## config.mk

```make
export PLATFORM = sky130hd
export DESIGN_NAME = fence_inorder_retire_tracker_flat
export DESIGN_NICKNAME = d
export VERILOG_FILES = /design/src/sv/firt_pkg.sv /design/src/sv/firt_cmd_if.sv /design/src/sv/firt_res_if.sv /design/src/sv/fence_inorder_retire_tracker.sv /design/src/sv/firt_handle_mem.sv /design/src/sv/firt_out_reg.sv /design/src/sv/firt_ctrl.sv /design/src/flat_wrapper.sv
export SDC_FILE = /design/constraint.sdc
export NUM_CORES = 1
export LEC_CHECK = 0
export BUFFER_PORTS_ARGS = -buffer_cell sky130_fd_sc_hd__buf_2
export CORE_MARGIN = 3
export CORE_UTILIZATION = 50
export CTS_CLUSTER_DIAMETER = 150
export DETAILED_ROUTE_END_ITERATION = 16
export HOLD_SLACK_MARGIN = 0.1
export PLACE_DENSITY_LB_ADDON = 0.1
export SLEW_MARGIN = 40
export SYNTH_ARGS = -nofsm -noshare
export SYNTH_HDL_FRONTEND = slang
export SYNTH_HIERARCHICAL = 1
export SYNTH_SLANG_ARGS = --single-unit
```

## constraint.sdc

```tcl
create_clock -name i_clk -period 15.13 [get_ports i_clk]
set_input_delay 1.513 -clock i_clk [delete_from_list [all_inputs] [get_ports i_clk]]
set_output_delay 1.513 -clock i_clk [all_outputs]
set_load 0.05 [all_outputs]
```

## src/sv/firt_pkg.sv

```systemverilog
// Shared widths, command codes and the result word type of the fence retire tracker.
// No dependencies; the files that use it refer to this package by scoped names.
`default_nettype none

package firt_pkg;

    localparam int HANDLE_W          = 16;
    localparam int GEN_W             = 64;
    localparam int QUEUE_DEPTH_DEF   = 16;
    localparam int HANDLE_BITS_DEF   = 16;

    localparam logic [1:0] CMD_SUBMIT = 2'd0;
    localparam logic [1:0] CMD_SIGNAL = 2'd1;
    localparam logic [1:0] CMD_STOP   = 2'd2;

    typedef struct packed {
        logic                accepted;
        logic                release_valid;
        logic [HANDLE_W-1:0] release_handle;
        logic                advanced;
        logic [GEN_W-1:0]    ready_gen;
        logic [GEN_W-1:0]    submitted_gen;
        logic                stopped;
        logic                last;
    } t_result;

endpackage

`default_nettype wire

```

## src/sv/firt_cmd_if.sv

```systemverilog
// Command channel of the fence retire tracker: valid/ready handshake plus command word.
// Depends on firt_pkg for the handle width.
`default_nettype none

interface firt_cmd_if;
    logic                          valid;
    logic                          ready;
    logic [1:0]                    command;
    logic [firt_pkg::HANDLE_W-1:0] handle;

    modport source (output valid, output command, output handle, input ready);
    modport sink   (input valid, input command, input handle, output ready);
endinterface

`default_nettype wire

```

## src/sv/firt_res_if.sv

```systemverilog
// Result channel of the fence retire tracker: valid/ready handshake plus result word.
// Depends on firt_pkg for the handle and generation widths.
`default_nettype none

interface firt_res_if;
    logic                          valid;
    logic                          ready;
    logic                          accepted;
    logic                          release_valid;
    logic [firt_pkg::HANDLE_W-1:0] release_handle;
    logic                          advanced;
    logic [firt_pkg::GEN_W-1:0]    ready_gen;
    logic [firt_pkg::GEN_W-1:0]    submitted_gen;
    logic                          scanout_ready;
    logic                          stopped;
    logic                          last;

    modport source (output valid, output accepted, output release_valid,
                    output release_handle, output advanced, output ready_gen,
                    output submitted_gen, output scanout_ready, output stopped,
                    output last, input ready);
    modport sink   (input valid, input accepted, input release_valid,
                    input release_handle, input advanced, input ready_gen,
                    input submitted_gen, input scanout_ready, input stopped,
                    input last, output ready);
endinterface

`default_nettype wire

```

## src/sv/fence_inorder_retire_tracker.sv

```systemverilog
// Top level of the in-order fence retire tracker: sequencer, handle memory, output register.
// Depends on firt_pkg, firt_cmd_if, firt_res_if, firt_ctrl, firt_handle_mem, firt_out_reg.
//
// Fences are queued in submission order and retired from the head once signaled. One
// command word is taken at a time; the command port stays low until its results are
// loaded into the output register, which then waits for the sink while the next command
// is accepted. A signal compares pending entries in turn until one matches, reading them
// through the registered read port of the handle memory; it passes over entries already
// ready and then retires the ready entries at the head. A first stop walks the queue the
// same way and gives one result word per still-held handle, or a single word when none
// is held. A sink that holds ready low stalls the sequencer.
`default_nettype none

module fence_inorder_retire_tracker #(
    parameter int QUEUE_DEPTH = firt_pkg::QUEUE_DEPTH_DEF,
    parameter int HANDLE_BITS = firt_pkg::HANDLE_BITS_DEF
) (
    input  wire logic  i_clk,
    input  wire logic  i_rst_n,
    firt_cmd_if.sink   i_cmd,
    firt_res_if.source o_res
);

    localparam int AW = $clog2(QUEUE_DEPTH);
    localparam int SW = (HANDLE_BITS < firt_pkg::HANDLE_W) ? HANDLE_BITS : firt_pkg::HANDLE_W;

    logic              emit;
    firt_pkg::t_result res_word;
    logic              out_free;
    logic              wr_en;
    logic [AW-1:0]     wr_addr;
    logic [SW-1:0]     wr_data;
    logic              rd_en;
    logic [AW-1:0]     rd_addr;
    logic [SW-1:0]     rd_data;

    firt_ctrl #(
        .QUEUE_DEPTH (QUEUE_DEPTH),
        .HANDLE_BITS (HANDLE_BITS)
    ) u_ctrl (
        .i_clk      (i_clk),
        .i_rst_n    (i_rst_n),
        .i_cmd      (i_cmd),
        .o_emit     (emit),
        .o_res_word (res_word),
        .i_out_free (out_free),
        .o_wr_en    (wr_en),
        .o_wr_addr  (wr_addr),
        .o_wr_data  (wr_data),
        .o_rd_en    (rd_en),
        .o_rd_addr  (rd_addr),
        .i_rd_data  (rd_data)
    );

    firt_handle_mem #(
        .DEPTH (QUEUE_DEPTH),
        .WIDTH (SW)
    ) u_mem (
        .i_clk     (i_clk),
        .i_wr_en   (wr_en),
        .i_wr_addr (wr_addr),
        .i_wr_data (wr_data),
        .i_rd_en   (rd_en),
        .i_rd_addr (rd_addr),
        .o_rd_data (rd_data)
    );

    firt_out_reg u_out (
        .i_clk   (i_clk),
        .i_rst_n (i_rst_n),
        .i_load  (emit),
        .i_res   (res_word),
        .o_free  (out_free),
        .o_res   (o_res)
    );

endmodule

`default_nettype wire

```

## src/sv/firt_handle_mem.sv

```systemverilog
// Fence handle storage: one write port, one read port with registered read data.
// No package dependencies.
`default_nettype none

module firt_handle_mem #(
    parameter int DEPTH = 16,
    parameter int WIDTH = 16
) (
    input  wire logic                     i_clk,
    input  wire logic                     i_wr_en,
    input  wire logic [$clog2(DEPTH)-1:0] i_wr_addr,
    input  wire logic [WIDTH-1:0]         i_wr_data,
    input  wire logic                     i_rd_en,
    input  wire logic [$clog2(DEPTH)-1:0] i_rd_addr,
    output logic      [WIDTH-1:0]         o_rd_data
);

    logic [WIDTH-1:0] r_mem [DEPTH];
    logic [WIDTH-1:0] r_rd_data;

    always_ff @(posedge i_clk) begin
        if (i_wr_en) begin
            r_mem[i_wr_addr] <= i_wr_data;
        end
        if (i_rd_en) begin
            r_rd_data <= r_mem[i_rd_addr];
        end
    end

    assign o_rd_data = r_rd_data;

endmodule

`default_nettype wire

```

## src/sv/firt_out_reg.sv

```systemverilog
// Result output register: holds one result word until taken, computes scanout readiness.
// Depends on firt_pkg (t_result) and firt_res_if.
`default_nettype none

module firt_out_reg (
    input  wire logic              i_clk,
    input  wire logic              i_rst_n,
    input  wire logic              i_load,
    input  wire firt_pkg::t_result i_res,
    output logic                   o_free,
    firt_res_if.source             o_res
);

    logic              r_valid;
    firt_pkg::t_result r_res;
    logic              r_scanout;
    logic              n_scanout;

    assign o_free    = !r_valid || o_res.ready;
    assign n_scanout = (i_res.submitted_gen == '0) || (i_res.ready_gen >= i_res.submitted_gen);

    always_ff @(posedge i_clk) begin
        if (!i_rst_n) begin
            r_valid <= 1'b0;
        end else if (i_load) begin
            r_valid <= 1'b1;
        end else if (o_res.ready) begin
            r_valid <= 1'b0;
        end
        if (i_load) begin
            r_res     <= i_res;
            r_scanout <= n_scanout;
        end
    end

    assign o_res.valid          = r_valid;
    assign o_res.accepted       = r_res.accepted;
    assign o_res.release_valid  = r_res.release_valid;
    assign o_res.release_handle = r_res.release_handle;
    assign o_res.advanced       = r_res.advanced;
    assign o_res.ready_gen      = r_res.ready_gen;
    assign o_res.submitted_gen  = r_res.submitted_gen;
    assign o_res.scanout_ready  = r_scanout;
    assign o_res.stopped        = r_res.stopped;
    assign o_res.last           = r_res.last;

endmodule

`default_nettype wire

```

## src/sv/firt_ctrl.sv

```systemverilog
// Sequencer of the fence retire tracker: queue pointers, ready bits, generation counters,
// and the entry-by-entry match, retire and flush walks. Depends on firt_pkg, firt_cmd_if.
`default_nettype none

module firt_ctrl #(
    parameter int QUEUE_DEPTH = firt_pkg::QUEUE_DEPTH_DEF,
    parameter int HANDLE_BITS = firt_pkg::HANDLE_BITS_DEF,
    localparam int AW = $clog2(QUEUE_DEPTH),
    localparam int SW = (HANDLE_BITS < firt_pkg::HANDLE_W) ? HANDLE_BITS : firt_pkg::HANDLE_W
) (
    input  wire logic              i_clk,
    input  wire logic              i_rst_n,
    firt_cmd_if.sink               i_cmd,
    output logic                   o_emit,
    output firt_pkg::t_result      o_res_word,
    input  wire logic              i_out_free,
    output logic                   o_wr_en,
    output logic [AW-1:0]          o_wr_addr,
    output logic [SW-1:0]          o_wr_data,
    output logic                   o_rd_en,
    output logic [AW-1:0]          o_rd_addr,
    input  wire logic [SW-1:0]     i_rd_data
);

    localparam int CW = $clog2(QUEUE_DEPTH + 1);
    localparam logic [AW:0]   DEPTH_X = (AW + 1)'(QUEUE_DEPTH);
    localparam logic [AW-1:0] LAST_IX = AW'(QUEUE_DEPTH - 1);
    localparam logic [CW-1:0] FULL_CT = CW'(QUEUE_DEPTH);

    typedef enum logic [2:0] {
        S_IDLE, S_SC_CHK, S_SC_CMP, S_RETIRE, S_EMIT, S_FL_CHK, S_FL_GOT, S_FL_END
    } t_state;

    t_state                     r_state,   n_state;
    logic                       r_stop,    n_stop;
    logic [AW-1:0]              r_head,    n_head;
    logic [CW-1:0]              r_count,   n_count;
    logic [QUEUE_DEPTH-1:0]     r_ready,   n_ready;
    logic [firt_pkg::GEN_W-1:0] r_newest,  n_newest;
    logic [firt_pkg::GEN_W-1:0] r_retired, n_retired;
    logic [AW-1:0]              r_ptr,     n_ptr;
    logic [CW-1:0]              r_left,    n_left;
    logic [SW-1:0]              r_handle,  n_handle;
    logic                       r_acc,     n_acc;
    logic                       r_rel,     n_rel;
    logic [SW-1:0]              r_rel_h,   n_rel_h;
    logic                       r_adv,     n_adv;
    logic                       r_hold_v,  n_hold_v;
    logic [SW-1:0]              r_hold_h,  n_hold_h;

    logic [AW:0]   tail_sum;
    logic [AW-1:0] tail;
    logic          hit;

    function automatic logic [AW-1:0] f_next(input logic [AW-1:0] p);
        f_next = (p == LAST_IX) ? '0 : p + 1'b1;
    endfunction

    assign tail_sum = {1'b0, r_head} + (AW + 1)'(r_count);
    assign tail     = (tail_sum >= DEPTH_X) ? AW'(tail_sum - DEPTH_X) : tail_sum[AW-1:0];
    assign hit      = (i_rd_data == r_handle);

    assign i_cmd.ready = (r_state == S_IDLE);

    always_comb begin
        n_state   = r_state;
        n_stop    = r_stop;
        n_head    = r_head;
        n_count   = r_count;
        n_ready   = r_ready;
        n_newest  = r_newest;
        n_retired = r_retired;
        n_ptr     = r_ptr;
        n_left    = r_left;
        n_handle  = r_handle;
        n_acc     = r_acc;
        n_rel     = r_rel;
        n_rel_h   = r_rel_h;
        n_adv     = r_adv;
        n_hold_v  = r_hold_v;
        n_hold_h  = r_hold_h;
        o_emit    = 1'b0;
        o_wr_en   = 1'b0;
        o_wr_addr = tail;
        o_wr_data = i_cmd.handle[SW-1:0];
        o_rd_en   = 1'b0;
        o_rd_addr = r_ptr;
        o_res_word                = '0;
        o_res_word.ready_gen      = r_retired;
        o_res_word.submitted_gen  = r_newest;
        o_res_word.stopped        = r_stop;

        case (r_state)
            S_IDLE: begin
                if (i_cmd.valid) begin
                    n_handle = i_cmd.handle[SW-1:0];
                    n_acc    = 1'b0;
                    n_rel    = 1'b0;
                    n_rel_h  = '0;
                    n_adv    = 1'b0;
                    n_ptr    = r_head;
                    n_left   = r_count;
                    n_hold_v = 1'b0;
                    n_state  = S_EMIT;
                    case (i_cmd.command)
                        firt_pkg::CMD_SUBMIT: begin
                            if (r_stop || r_count == FULL_CT) begin
                                n_rel   = 1'b1;
                                n_rel_h = i_cmd.handle[SW-1:0];
                            end else begin
                                o_wr_en       = 1'b1;
                                n_ready[tail] = 1'b0;
                                n_count       = r_count + 1'b1;
                                n_newest      = r_newest + 1'b1;
                                n_acc         = 1'b1;
                            end
                        end
                        firt_pkg::CMD_SIGNAL: begin
                            if (!r_stop) begin
                                n_state = S_SC_CHK;
                            end
                        end
                        firt_pkg::CMD_STOP: begin
                            if (!r_stop) begin
                                n_stop  = 1'b1;
                                n_state = S_FL_CHK;
                            end
                        end
                        default: begin
                            n_state = S_EMIT;
                        end
                    endcase
                end
            end
            S_SC_CHK: begin
                if (r_left == '0) begin
                    n_state = S_RETIRE;
                end else if (r_ready[r_ptr]) begin
                    n_ptr  = f_next(r_ptr);
                    n_left = r_left - 1'b1;
                end else begin
                    o_rd_en = 1'b1;
                    n_state = S_SC_CMP;
                end
            end
            S_SC_CMP: begin
                if (hit) begin
                    n_ready[r_ptr] = 1'b1;
                    n_acc          = 1'b1;
                    n_rel          = 1'b1;
                    n_rel_h        = r_handle;
                    n_state        = S_RETIRE;
                end else begin
                    n_ptr   = f_next(r_ptr);
                    n_left  = r_left - 1'b1;
                    n_state = S_SC_CHK;
                end
            end
            S_RETIRE: begin
                if (r_count != '0 && r_ready[r_head]) begin
                    n_ready[r_head] = 1'b0;
                    n_head          = f_next(r_head);
                    n_count         = r_count - 1'b1;
                    n_retired       = r_retired + 1'b1;
                    n_adv           = 1'b1;
                end else begin
                    n_state = S_EMIT;
                end
            end
            S_EMIT: begin
                if (i_out_free) begin
                    o_emit                    = 1'b1;
                    o_res_word.accepted       = r_acc;
                    o_res_word.release_valid  = r_rel;
                    o_res_word.release_handle = firt_pkg::HANDLE_W'(r_rel_h);
                    o_res_word.advanced       = r_adv;
                    o_res_word.last           = 1'b1;
                    n_state                   = S_IDLE;
                end
            end
            S_FL_CHK: begin
                if (r_left == '0) begin
                    n_state = S_FL_END;
                end else if (r_ready[r_ptr]) begin
                    n_ptr  = f_next(r_ptr);
                    n_left = r_left - 1'b1;
                end else begin
                    o_rd_en = 1'b1;
                    n_state = S_FL_GOT;
                end
            end
            S_FL_GOT: begin
                if (!r_hold_v || i_out_free) begin
                    o_emit                    = r_hold_v;
                    o_res_word.release_valid  = 1'b1;
                    o_res_word.release_handle = firt_pkg::HANDLE_W'(r_hold_h);
                    n_hold_v = 1'b1;
                    n_hold_h = i_rd_data;
                    n_ptr    = f_next(r_ptr);
                    n_left   = r_left - 1'b1;
                    n_state  = S_FL_CHK;
                end
            end
            S_FL_END: begin
                if (i_out_free) begin
                    o_emit                    = 1'b1;
                    o_res_word.release_valid  = r_hold_v;
                    o_res_word.release_handle = r_hold_v ?
                                                firt_pkg::HANDLE_W'(r_hold_h) : '0;
                    o_res_word.last           = 1'b1;
                    n_count = '0;
                    n_head  = '0;
                    n_ready = '0;
                    n_state = S_IDLE;
                end
            end
            default: begin
                n_state = S_IDLE;
            end
        endcase
    end

    always_ff @(posedge i_clk) begin
        if (!i_rst_n) begin
            r_state   <= S_IDLE;
            r_stop    <= 1'b0;
            r_head    <= '0;
            r_count   <= '0;
            r_ready   <= '0;
            r_newest  <= '0;
            r_retired <= '0;
            r_hold_v  <= 1'b0;
        end else begin
            r_state   <= n_state;
            r_stop    <= n_stop;
            r_head    <= n_head;
            r_count   <= n_count;
            r_ready   <= n_ready;
            r_newest  <= n_newest;
            r_retired <= n_retired;
            r_hold_v  <= n_hold_v;
        end
        r_ptr    <= n_ptr;
        r_left   <= n_left;
        r_handle <= n_handle;
        r_acc    <= n_acc;
        r_rel    <= n_rel;
        r_rel_h  <= n_rel_h;
        r_adv    <= n_adv;
        r_hold_h <= n_hold_h;
    end

endmodule

`default_nettype wire

```

## src/flat_wrapper.sv

```systemverilog
// flat-port wrapper written by rule: the top's interface ports become plain ports
module fence_inorder_retire_tracker_flat 
#(
    parameter int QUEUE_DEPTH = firt_pkg::QUEUE_DEPTH_DEF,
    parameter int HANDLE_BITS = firt_pkg::HANDLE_BITS_DEF
)
  (i_clk, i_rst_n, i_cmd_valid, i_cmd_command, i_cmd_handle, i_cmd_ready, o_res_valid, o_res_accepted, o_res_release_valid, o_res_release_handle, o_res_advanced, o_res_ready_gen, o_res_submitted_gen, o_res_scanout_ready, o_res_stopped, o_res_last, o_res_ready);
  firt_cmd_if i_cmd_i ();
  firt_res_if o_res_i ();
  input  wire logic i_clk;
  input  wire logic i_rst_n;
  input wire logic [$bits(i_cmd_i.valid)-1:0] i_cmd_valid;
  input wire logic [$bits(i_cmd_i.command)-1:0] i_cmd_command;
  input wire logic [$bits(i_cmd_i.handle)-1:0] i_cmd_handle;
  output wire logic [$bits(i_cmd_i.ready)-1:0] i_cmd_ready;
  output wire logic [$bits(o_res_i.valid)-1:0] o_res_valid;
  output wire logic [$bits(o_res_i.accepted)-1:0] o_res_accepted;
  output wire logic [$bits(o_res_i.release_valid)-1:0] o_res_release_valid;
  output wire logic [$bits(o_res_i.release_handle)-1:0] o_res_release_handle;
  output wire logic [$bits(o_res_i.advanced)-1:0] o_res_advanced;
  output wire logic [$bits(o_res_i.ready_gen)-1:0] o_res_ready_gen;
  output wire logic [$bits(o_res_i.submitted_gen)-1:0] o_res_submitted_gen;
  output wire logic [$bits(o_res_i.scanout_ready)-1:0] o_res_scanout_ready;
  output wire logic [$bits(o_res_i.stopped)-1:0] o_res_stopped;
  output wire logic [$bits(o_res_i.last)-1:0] o_res_last;
  input wire logic [$bits(o_res_i.ready)-1:0] o_res_ready;
  assign i_cmd_i.valid = i_cmd_valid;
  assign i_cmd_i.command = i_cmd_command;
  assign i_cmd_i.handle = i_cmd_handle;
  assign i_cmd_ready = i_cmd_i.ready;
  assign o_res_valid = o_res_i.valid;
  assign o_res_accepted = o_res_i.accepted;
  assign o_res_release_valid = o_res_i.release_valid;
  assign o_res_release_handle = o_res_i.release_handle;
  assign o_res_advanced = o_res_i.advanced;
  assign o_res_ready_gen = o_res_i.ready_gen;
  assign o_res_submitted_gen = o_res_i.submitted_gen;
  assign o_res_scanout_ready = o_res_i.scanout_ready;
  assign o_res_stopped = o_res_i.stopped;
  assign o_res_last = o_res_i.last;
  assign o_res_i.ready = o_res_ready;
  fence_inorder_retire_tracker #(.QUEUE_DEPTH(QUEUE_DEPTH), .HANDLE_BITS(HANDLE_BITS)) u_core (.i_clk(i_clk), .i_rst_n(i_rst_n), .i_cmd(i_cmd_i), .o_res(o_res_i));
endmodule
```

[Yosys cells after proc, flatten, opt, wreduce, memory -nomap -nowiden]
Memory sizes are Yosys's and may differ from the RTL's. A register that Yosys moved wholly into a read port is not among the register bits.
Cells that the tools add are included.
Widths: inputs -> output; s select.
Operators by class
  multiplexer cells: 90
  magnitude comparators: 8
  eq/ne operators: 27
  reductions and logical operators: 39
  bitwise logic cells: 6
  $add $sub $neg: 9
Operators by type and width (number)
  $mux 16: 11
  $add 64x1->64 const B: 2
  $ge 64x64->1: 1
  $logic_not 64->1: 1
  $pmux 16 s4: 1
  $pmux 17 s3: 1
  $mux 5: 10
  $mux 4: 10
  $mux 17: 2
  $and 16x16->16: 2
  $not 16->16: 2
  $pmux 16 s2: 1
  $mux 1: 27
  $mux 3: 9
  $pmux 3 s7: 1
  $pmux 5 s4: 1
  $mux 18: 1
  $ne 2x2->1 const B: 9
  $reduce_and 6->1: 3
  $eq 16x16->1: 1
  $or 16x16->16: 1
  $pmux 4 s4: 1
  $lt 4x5->1 const B: 3
  $pmux 5 s3: 1
  other kinds (38): 77
Word-level totals
  output and inout port bits: 152
  RAM bits: 256
  memories: 1
  bits in registers: 369
  word-level logic and storage cells: 206
  bits of input ports: 22
Memory list
  u_core.u_mem.r_mem: depth 16, width 16, rd ports 1, clocked after Yosys merged registers in 1, write ports 1, line firt_handle_mem.sv:18  | logic [WIDTH-1:0] r_mem [DEPTH];

[Logic depth before layout (Yosys ltp)]
Gate-level depths: netlist (run 1).
  depth after elaboration: 13
  mapped depth: 11
  gate-level depth less buffers: 10

[By module]
The synthesis (run 1) kept the hierarchy.
By module, submodules not included
  firt_ctrl: sequential area each 4964.8 um^2, cells each 1267, times used 1, area each 11612.4 um^2
  firt_handle_mem: sequential area each 8167.8 um^2, cells each 432, times used 1, area each 10203.5 um^2
  firt_out_reg: sequential area each 4524.3 um^2, cells each 407, times used 1, area each 6294.8 um^2

[Least setup slack after synthesis (run 1)]
Ideal clock, no wire load.
  path type: input to register
  from: input port o_res_ready
  to: register u_core.u_out.r_res (netlist bit u_core/u_out/o_res.accepted), enable pin
  stages on the path: 3
  slack: 6.400 ns
  path buffers: 0
  arrival time: 8.067 ns
  data required time: 14.467 ns
  setup time: 0.663 ns
  path through: nand2b_1 > nand2_1 > nor2_1
On the way
  word-level cells in the longest chain between the ends: 4
  elaborated cells between the ends (all ways): 5
  those cells by class: mux (3); reduce/logical (2)
RTL lines
  from (decl): line flat_wrapper.sv:26  | input wire logic [$bits(o_res_i.ready)-1:0] o_res_ready;
  $logic_or 1x1->1 *: line firt_out_reg.sv:19  | assign o_free = !r_valid || o_res.ready;
  $logic_or 1x1->1: line firt_ctrl.sv:193  | if (!r_hold_v || i_out_free) begin
  $mux 1: line firt_ctrl.sv:193
  $pmux 1 s2 *: line firt_ctrl.sv:93  | case (r_state)
  named net u_core.emit: line fence_inorder_retire_tracker.sv:27  | logic emit;
  to (signal assigned): line firt_out_reg.sv:31  | r_res <= i_res;
  to (decl): line firt_out_reg.sv:15  | firt_pkg::t_result r_res;
The timed path passes the listed nets; every way through them passes the cells marked *.
A chain may end at the register's enable or synchronous reset.

[Worst setup path after layout (run 1)]
  from: input port i_cmd_command[0]
  to: register u_core/u_ctrl/r_newest[55] in the netlist's numbering
On the way
  word-level cells in the longest chain between the ends: 2
RTL lines
  from (decl): line flat_wrapper.sv:13  | input wire logic [$bits(i_cmd_i.command)-1:0] i_cmd_command;
  $logic_not 2->1: line firt_ctrl.sv:105  | case (i_cmd.command)
  $reduce_and 4->1 (no source line)
  to (signal assigned): line firt_ctrl.sv:239  | r_newest <= n_newest;
  to (decl): line firt_ctrl.sv:39  | logic [firt_pkg::GEN_W-1:0] r_newest, n_newest;
Every way passes these cells.

==> results of run 1 <==
==> where the power goes <==
part           switching (mW)  leakage [nW]  internal (mW)  total (mW)
Clock                   0.668          1.04          0.946        1.61
Combinational           0.883          4.45          0.388        1.27
Sequential             0.0896          5.73           2.14        2.23
Total                    1.64          11.2           3.48        5.12
==> cell families after synthesis <==
group	count (synthesis)	share of synthesized area, %
DFF	641	62.8
muxes	103	6.83
buffers and inverters	209	3.32
adders and majority gates	93	4.19
xor gates and xnor gates	103	3.21
AOI/OAI and AO/OA	326	7.84
and+or+nand+nor	631	11.8
==> state kept, by name (all words and copies together), names as in the netlist, 5 cells and up <==
signal,count
u_core/u_out/o_res.ready_gen,64
u_core/u_ctrl/r_rel_h,16
u_core/u_out/o_res.release_handle,16
u_core/u_ctrl/r_ready,16
u_core/u_ctrl/r_count,5
u_core/u_mem/o_rd_data,16
u_core/u_out/o_res.submitted_gen,64
u_core/u_ctrl/r_left,5
u_core/u_mem/r_mem,256
u_core/u_ctrl/r_newest,64
u_core/u_ctrl/r_retired,64
u_core/u_ctrl/r_handle,16
u_core/u_ctrl/r_hold_h,16
==> worst min path at each step <==
stage | slack [ps] | cells past startpoint | from | endpoint
6_report | 470 | 0 | u_core/u_mem/o_rd_data[1]$_DFFE_PP_ | u_core/u_ctrl/r_hold_h[1]$_DFFE_PN_
5_1_grt | 490 | 0 | u_core/u_mem/o_rd_data[4]$_DFFE_PP_ | u_core/u_ctrl/r_hold_h[4]$_DFFE_PN_
4_1_cts | 480 | 0 | u_core/u_mem/o_rd_data[1]$_DFFE_PP_ | u_core/u_ctrl/r_hold_h[1]$_DFFE_PN_
3_5_place_dp | 460 | 0 | u_core/u_mem/o_rd_data[3]$_DFFE_PP_ | u_core/u_ctrl/r_hold_h[3]$_DFFE_PN_
3_3_place_gp | 460 | 0 | u_core/u_mem/o_rd_data[3]$_DFFE_PP_ | u_core/u_ctrl/r_hold_h[3]$_DFFE_PN_
2_1_floorplan | 450 | 0 | u_core/u_ctrl/r_retired[63]$_SDFFE_PN0P_ | u_core/u_out/o_res.ready_gen[63]$_DFFE_PP_
==> cells in the final DEF, fill, tap and decap left out, types with 8 or more instances in the layout <==
master,count
sky130_fd_sc_hd__a21o_1,10
sky130_fd_sc_hd__a21oi_1,108
sky130_fd_sc_hd__a22o_1,32
sky130_fd_sc_hd__a22oi_1,36
sky130_fd_sc_hd__a31o_2,13
sky130_fd_sc_hd__and2_1,17
sky130_fd_sc_hd__and3_1,25
sky130_fd_sc_hd__and4_1,13
sky130_fd_sc_hd__buf_2,173
sky130_fd_sc_hd__buf_4,38
sky130_fd_sc_hd__clkbuf_1,17
sky130_fd_sc_hd__clkbuf_16,68
sky130_fd_sc_hd__clkinv_1,13
sky130_fd_sc_hd__clkinv_2,8
sky130_fd_sc_hd__dfxtp_1,159
sky130_fd_sc_hd__edfxtp_1,482
sky130_fd_sc_hd__ha_1,91
sky130_fd_sc_hd__inv_1,101
sky130_fd_sc_hd__mux2i_1,35
sky130_fd_sc_hd__mux4_1,10
sky130_fd_sc_hd__mux4_2,58
sky130_fd_sc_hd__nand2_1,148
sky130_fd_sc_hd__nand2b_1,29
sky130_fd_sc_hd__nand3_1,63
sky130_fd_sc_hd__nand4_1,65
sky130_fd_sc_hd__nor2_1,132
sky130_fd_sc_hd__nor2b_1,18
sky130_fd_sc_hd__nor3_1,13
sky130_fd_sc_hd__nor4_1,30
sky130_fd_sc_hd__o21ai_0,56
sky130_fd_sc_hd__o22ai_1,16
sky130_fd_sc_hd__or3_1,30
sky130_fd_sc_hd__xnor2_1,62
sky130_fd_sc_hd__xor2_1,41
==> layer usage <==
| metal | part of all wire (%) | wire length, µm | vias up |
|---|---|---|---|
| met5 | 0 | 0 | - |
| met4 | 3.2 | 2090 | 0 |
| met3 | 5.2 | 3400 | 118 |
| met2 | 49 | 32100 | 512 |
| met1 | 43 | 27900 | 8789 |
| li1 | - | - | 8326 |
==> through the flow <==
stage	util, %	area [µm²]	std cells	hold slack (ps)	power, mW
floorplan	-	28100	2106	447	3.23
global placement	53.7	29700	2962	460	3.52
detailed placement	53.9	29800	2963	464	3.55
CTS	57.8	32000	3086	478	5.17
global route	57.9	32000	3088	485	5.33
finish	57.9	32000	3088	472	5.12
==> area by class of cell <==
type                    instances  area (µm²)
well taps                     748         936
clock buffers                  87        1790
repair buffers                216        1230
flip-flops and latches        641       17700
inverters                     104         392
fillers                      4472       23300
multi-input cells            1256        9620
clock inverters                36         365
==> run_summary.xml, run 1 <==
<?xml version="1.0" encoding="UTF-8"?>
<metrics>
  <group name="status">
    <metric name="run_status" unit="">finished clean</metric>
  </group>
  <group name="yosys">
    <metric name="postSynthNetCount" unit="">2221</metric>
    <metric name="syn_area_per_cell" unit="µm²">13.3</metric>
    <metric name="synth_flop_cell" unit="">sky130_fd_sc_hd__edfxtp_1</metric>
    <metric name="synth_edf_count" unit="">482</metric>
    <metric name="synth_top_cells_by_area" unit="">sky130_fd_sc_hd__edfxtp_1 (51%), sky130_fd_sc_hd__dfxtp_1 (11%), sky130_fd_sc_hd__mux4_2 (4.6%)</metric>
    <metric name="synth.most_common_cell" unit="">sky130_fd_sc_hd__edfxtp_1</metric>
    <metric name="top_post_synthesis_cells_by_count" unit="">sky130_fd_sc_hd__edfxtp_1 (482), sky130_fd_sc_hd__dfxtp_1 (159), sky130_fd_sc_hd__nand2_1 (148)</metric>
    <metric name="postSynth.asyncResetShare" unit="%">0</metric>
    <metric name="yosys.cell_types.count" unit="">76</metric>
    <metric name="synthesized_instance_count" unit="">2106</metric>
    <metric name="yosys_warning_count" unit="">6</metric>
    <metric name="synthesized_cell_area" unit="µm²">28100</metric>
    <metric name="synth-seq-area-share" unit="%">62.8</metric>
    <metric name="netlist.area_leader.share" unit="%">51.5</metric>
    <metric name="synth.largest_area_cell" unit="">sky130_fd_sc_hd__edfxtp_1</metric>
    <metric name="postSynthRegisterBits" unit="">641</metric>
  </group>
  <group name="clocking">
    <metric name="clock_buffers_created_by_tritoncts" unit="">68</metric>
    <metric name="tritoncts" unit="">done</metric>
    <metric name="cts_setup_buffers" unit="">0</metric>
    <metric name="cts-root-buf" unit="">sky130_fd_sc_hd__clkbuf_16</metric>
    <metric name="htree_levels" unit="">3</metric>
    <metric name="numClockSinks" unit="">641</metric>
    <metric name="clock_tree.buffer_depth" unit="">3</metric>
    <metric name="clk_transition_reported_paths" unit="ps">60</metric>
    <metric name="ctsHoldBuffers" unit="">0</metric>
    <metric name="clkLatencyLatePin" unit="ps">600</metric>
    <metric name="cts_repair_resize_count" unit="">0</metric>
  </group>
  <group name="floorplanning">
    <metric name="core.rowCount" unit="">86</metric>
    <metric name="chipHeight" unit="µm">243</metric>
    <metric name="floorplan.die.width" unit="µm">243</metric>
    <metric name="placeable_core_region" unit="µm²">55300</metric>
    <metric name="ios" unit="">174</metric>
    <metric name="floorplan.die_area" unit="µm²">59100</metric>
    <metric name="initial_core_util" unit="%">50.8</metric>
  </group>
  <group name="worst_setup_path">
    <metric name="crit_required" unit="ps">15640</metric>
    <metric name="cp_cell_sequence" unit="">buf_2 &gt; inv_1 &gt; ha_1 &gt; nand4b_1 &gt; a2111oi_4 &gt; and4_1 &gt; nand3_1 &gt; or3_1 &gt; a21oi_1</metric>
    <metric name="reg2reg_depth" unit="">7</metric>
    <metric name="path_class" unit="">input pin to flip-flop</metric>
    <metric name="r2r_slack" unit="ps">11520</metric>
    <metric name="cp-end-kind" unit="">flip-flop</metric>
    <metric name="rr_startpoint" unit="">u_core/u_ctrl/r_state[0]$_SDFFE_PN0P_</metric>
    <metric name="critPathMaxFanout" unit="">15</metric>
    <metric name="critical-path-top-delay-family" unit="">simple AND/OR/NAND/NOR gates</metric>
    <metric name="cp_slowest_cell" unit="">sky130_fd_sc_hd__and4_1</metric>
    <metric name="r2r-end" unit="">u_core/u_ctrl/r_retired[57]$_SDFFE_PN0P_</metric>
    <metric name="timing.critical_path.depth" unit="">9</metric>
    <metric name="crit_path_max_incr_delay" unit="ps">700</metric>
    <metric name="worstPathBufferInverterCount" unit="">2</metric>
    <metric name="cp.arrival" unit="ps">4320</metric>
    <metric name="critical_path.endpoint" unit="">u_core/u_ctrl/r_newest[55]$_SDFFE_PN0P_</metric>
    <metric name="cp-start-kind" unit="">input pin</metric>
    <metric name="worstSetupStartpoint" unit="">i_cmd_command[0]</metric>
  </group>
  <group name="grt">
    <metric name="grt_first_pass_wirelength" unit="µm">102000</metric>
    <metric name="use_met2" unit="%">37.0</metric>
    <metric name="grt_start_max_net_pins" unit="">96</metric>
    <metric name="first_global_vias" unit="">17442</metric>
    <metric name="global_route.usage.met1" unit="%">29.3</metric>
    <metric name="antenna_found_initial" unit="">2</metric>
    <metric name="globalRoute.totalOverflow" unit="">0</metric>
    <metric name="global_route.usage.total" unit="%">22.2</metric>
    <metric name="busiest_layer" unit="">met2</metric>
    <metric name="m3_gr_usage" unit="%">3.78</metric>
  </group>
  <group name="sta">
    <metric name="min_period_over_period" unit="%">25.2</metric>
    <metric name="clock.fmax" unit="MHz">262</metric>
    <metric name="finalSetupTns" unit="ps">0</metric>
    <metric name="post-route-worst-setup-slack" unit="ps">11320</metric>
    <metric name="slew_violations" unit="">0</metric>
    <metric name="timing.clock.skew" unit="ps">25.0</metric>
    <metric name="rsz_0062_raised_after_global_routing" unit="">no</metric>
    <metric name="slew_headroom" unit="%">46.3</metric>
    <metric name="worst_pin_slew" unit="ps">805</metric>
    <metric name="setup_viol_count_final" unit="">0</metric>
    <metric name="hold_violations" unit="">0</metric>
    <metric name="final_period_minus_worst_setup_slack" unit="ps">3810</metric>
  </group>
  <group name="placed_design">
    <metric name="detailedPlace.worstSlack" unit="ps">10710</metric>
    <metric name="buffer_ports.inserted" unit="">173</metric>
    <metric name="finalWeightedCongestion" unit="">0.893</metric>
    <metric name="place.detailed.hpwl" unit="µm">44600</metric>
  </group>
  <group name="routing">
    <metric name="detail_route.iter0.violations" unit="">1197</metric>
    <metric name="routed-via-count" unit="">17745</metric>
    <metric name="drc_errors" unit="">0</metric>
    <metric name="wire_per_inst" unit="µm">21.2</metric>
    <metric name="vias_per_cell" unit="">5.75</metric>
    <metric name="drtAntennaViolNets" unit="">0</metric>
    <metric name="routed_wl" unit="µm">65500</metric>
    <metric name="detailedRoute.firstPassIterationCount" unit="">5</metric>
  </group>
  <group name="power">
    <metric name="power-per-cell-area" unit="nW/µm²">160</metric>
    <metric name="power.leakage" unit="nW">11.2</metric>
    <metric name="ir_drop" unit="µV">143</metric>
  </group>
  <group name="job">
    <metric name="cap_viol_max_count" unit="">0</metric>
  </group>
  <group name="final_layout">
    <metric name="layout_cell_share_with_drive_strength_beyond_1" unit="%">18.3</metric>
    <metric name="area_growth_syn_to_layout" unit="%">13.8</metric>
    <metric name="n_antenna_cell" unit="">0</metric>
    <metric name="final_nets" unit="">2402</metric>
  </group>
  <group name="min_path">
    <metric name="holdCritPathClass" unit="">flip-flop to flip-flop</metric>
  </group>
</metrics>
No activity file was read; power rests on OpenSTA's default activity.
==> inputs of run 2 (changes only) <==
Clock period 15.13 ns to 3.42 ns, I/O delays scaled along.
==> run_summary.xml, run 2 (synthesized netlist as in run 1, its figures left out) <==
<?xml version="1.0" encoding="UTF-8"?>
<metrics>
  <group name="routing">
    <metric name="routed-via-count" unit="">18050</metric>
    <metric name="drc_errors" unit="">0</metric>
    <metric name="vias_per_cell" unit="">5.80</metric>
    <metric name="routed_wl" unit="µm">67400</metric>
    <metric name="detailedRoute.firstPassIterationCount" unit="">5</metric>
    <metric name="wire_per_inst" unit="µm">21.7</metric>
    <metric name="drtAntennaViolNets" unit="">0</metric>
    <metric name="detail_route.iter0.violations" unit="">1295</metric>
  </group>
  <group name="final_layout">
    <metric name="fin_area" unit="µm²">32200</metric>
    <metric name="commonest_cells_after_routing_fill_and_taps_aside" unit="">sky130_fd_sc_hd__edfxtp_1 (482), sky130_fd_sc_hd__buf_2 (173), sky130_fd_sc_hd__dfxtp_1 (156), sky130_fd_sc_hd__nand2_1 (148), sky130_fd_sc_hd__nor2_1 (133)</metric>
    <metric name="largest_register_ff_count" unit="">256</metric>
    <metric name="registers.top_by_ff_count" unit="">u_core/u_mem/r_mem</metric>
    <metric name="layout_cell_share_with_drive_strength_beyond_1" unit="%">19.3</metric>
    <metric name="area_growth_syn_to_layout" unit="%">14.5</metric>
    <metric name="final_nets" unit="">2426</metric>
    <metric name="mostFrequentLayoutCell" unit="">sky130_fd_sc_hd__edfxtp_1</metric>
  </group>
  <group name="sta">
    <metric name="hold_violations" unit="">0</metric>
    <metric name="clock.fmax" unit="MHz">322</metric>
    <metric name="slew_headroom" unit="%">44.9</metric>
    <metric name="final_period_minus_worst_setup_slack" unit="ps">3110</metric>
    <metric name="setup_viol_count_final" unit="">0</metric>
    <metric name="slew_violations" unit="">0</metric>
    <metric name="finalSetupTns" unit="ps">0</metric>
    <metric name="worst_pin_slew" unit="ps">815</metric>
    <metric name="timing.clock.skew" unit="ps">28.0</metric>
    <metric name="rsz_0062_raised_after_global_routing" unit="">no</metric>
    <metric name="min_period_over_period" unit="%">90.9</metric>
  </group>
  <group name="job">
    <metric name="cap_viol_max_count" unit="">0</metric>
  </group>
  <group name="status">
    <metric name="run_status" unit="">finished clean</metric>
  </group>
  <group name="clocking">
    <metric name="clock_tree.buffer_depth" unit="">3</metric>
    <metric name="clkLatencyLatePin" unit="ps">610</metric>
    <metric name="tritoncts" unit="">done</metric>
    <metric name="clk_transition_reported_paths" unit="ps">60</metric>
    <metric name="cts_repair_resize_count" unit="">0</metric>
    <metric name="cts_setup_buffers" unit="">0</metric>
    <metric name="htree_levels" unit="">3</metric>
    <metric name="clock_buffers_created_by_tritoncts" unit="">69</metric>
    <metric name="cts-root-buf" unit="">sky130_fd_sc_hd__clkbuf_16</metric>
    <metric name="numClockSinks" unit="">641</metric>
    <metric name="ctsHoldBuffers" unit="">0</metric>
  </group>
  <group name="worst_setup_path">
    <metric name="crit_required" unit="ps">3940</metric>
    <metric name="cp.arrival" unit="ps">3630</metric>
    <metric name="crit_path_max_incr_delay" unit="ps">580</metric>
    <metric name="cp_cell_sequence" unit="">inv_1 &gt; ha_2 &gt; nand4b_1 &gt; a2111oi_2 &gt; and4_1 &gt; nand3_1 &gt; or3_1 &gt; a21oi_1</metric>
    <metric name="path_class" unit="">flip-flop to flip-flop</metric>
    <metric name="cp-start-kind" unit="">flip-flop</metric>
    <metric name="cp_slowest_cell" unit="">sky130_fd_sc_hd__a2111oi_2</metric>
    <metric name="cp-end-kind" unit="">flip-flop</metric>
    <metric name="critPathMaxFanout" unit="">13</metric>
  </group>
  <group name="floorplanning">
    <metric name="placeable_core_region" unit="µm²">55300</metric>
    <metric name="chipHeight" unit="µm">243</metric>
    <metric name="initial_core_util" unit="%">50.8</metric>
    <metric name="core.rowCount" unit="">86</metric>
    <metric name="floorplan.die_area" unit="µm²">59100</metric>
    <metric name="floorplan.die.width" unit="µm">243</metric>
    <metric name="ios" unit="">174</metric>
  </group>
  <group name="power">
    <metric name="power-per-cell-area" unit="nW/µm²">708</metric>
    <metric name="power.leakage" unit="nW">11.3</metric>
    <metric name="report.power.total" unit="mW">22.8</metric>
    <metric name="ir_drop" unit="µV">398</metric>
  </group>
  <group name="grt">
    <metric name="grt_start_max_net_pins" unit="">75</metric>
    <metric name="antenna_found_initial" unit="">2</metric>
    <metric name="first_global_vias" unit="">17543</metric>
    <metric name="global_route.usage.total" unit="%">22.8</metric>
    <metric name="globalRoute.totalOverflow" unit="">0</metric>
    <metric name="grt_first_pass_wirelength" unit="µm">104000</metric>
  </group>
  <group name="placed_design">
    <metric name="place.detailed.hpwl" unit="µm">46600</metric>
    <metric name="finalWeightedCongestion" unit="">0.912</metric>
    <metric name="buffer_ports.inserted" unit="">173</metric>
    <metric name="post_dp_cell_area" unit="µm²">30000</metric>
  </group>
  <group name="min_path">
    <metric name="holdCritPathClass" unit="">input pin to flip-flop</metric>
  </group>
</metrics>
run 2: changes by cell type in the layout (fill, tap and decap cells not counted), moves of 3 or more:
cell / delta
sky130_fd_sc_hd__buf_4: +22
sky130_fd_sc_hd__clkbuf_16: +3
sky130_fd_sc_hd__buf_12: +4
sky130_fd_sc_hd__dfxtp_1: -3
sky130_fd_sc_hd__inv_6: -3
sky130_fd_sc_hd__dfxtp_2: +3
run 2: metal layers:
metal / share of wire [%] / wire length, µm / global-route usage (%) / up-vias
met5: 0 / 0 / 0 / -
met4: 3.1 / 2060 / 7.70 / 0
met3: 5.3 / 3600 / 3.21 / 124
met2: 49 / 33300 / 38.7 / 561
met1: 42 / 28400 / 30.2 / 8972
li1: - / - / - / 8393
run 2: layout make-up:
cell class / count / area, µm²
Multi-Input combinational cell: 1256 / 9600
Fill cell: 4516 / 23100
Antenna cell: 2 / 5.00
Clock buffer: 86 / 1830
Sequential cell: 641 / 17700
Clock inverter: 36 / 340
Timing Repair Buffer: 239 / 1430
Inverter: 104 / 392
Tap cell: 748 / 936
run 2: worst paths after layout:
| kind | slack [ps] | start | endpoint | depth (start not counted) |
|---|---|---|---|---|
| max | 310 | u_core/u_ctrl/r_state[1]$_SDFFE_PN0P_ | u_core/u_ctrl/r_newest[60]$_SDFFE_PN0P_ | 8 |
| max reg2reg | 310 | u_core/u_ctrl/r_state[1]$_SDFFE_PN0P_ | u_core/u_ctrl/r_newest[60]$_SDFFE_PN0P_ | 8 |
| min | 150 | i_cmd_handle[12] | u_core/u_mem/r_mem[9][12]$_DFFE_PP_ | 1 |
| min reg2reg | 460 | u_core/u_mem/o_rd_data[1]$_DFFE_PP_ | u_core/u_ctrl/r_hold_h[1]$_DFFE_PN_ | 0 |
run 2: through the flow:
stage	util, %	hold WS, ps	setup slack (ps)	std cells
final	58.2	150	310	3112
after global routing	58.2	144	91.7	3112
after CTS	58.2	117	342	3110
after detailed placement	54.3	459	345	2988
after global placement	54.2	457	437	2987
after floorplan	-	441	-9.51	2106
run 2: critical path: cells and delay by family, from the launching register on:
family	cells	cell delay, ps
AO/OA/AOI/OAI	2	720
adder cells (fa/ha/maj)	1	300
buffers and inverters	1	140
flip-flops	1	360
AND/OR/NAND/NOR	4	1520
run 2: power breakdown:
part           leakage (nW)  internal [mW]  switching (mW)
sequential             5.73           9.47           0.415
clock                  1.05           4.20            2.99
combinational          4.55           1.80            3.93
total                  11.3           15.5            7.33
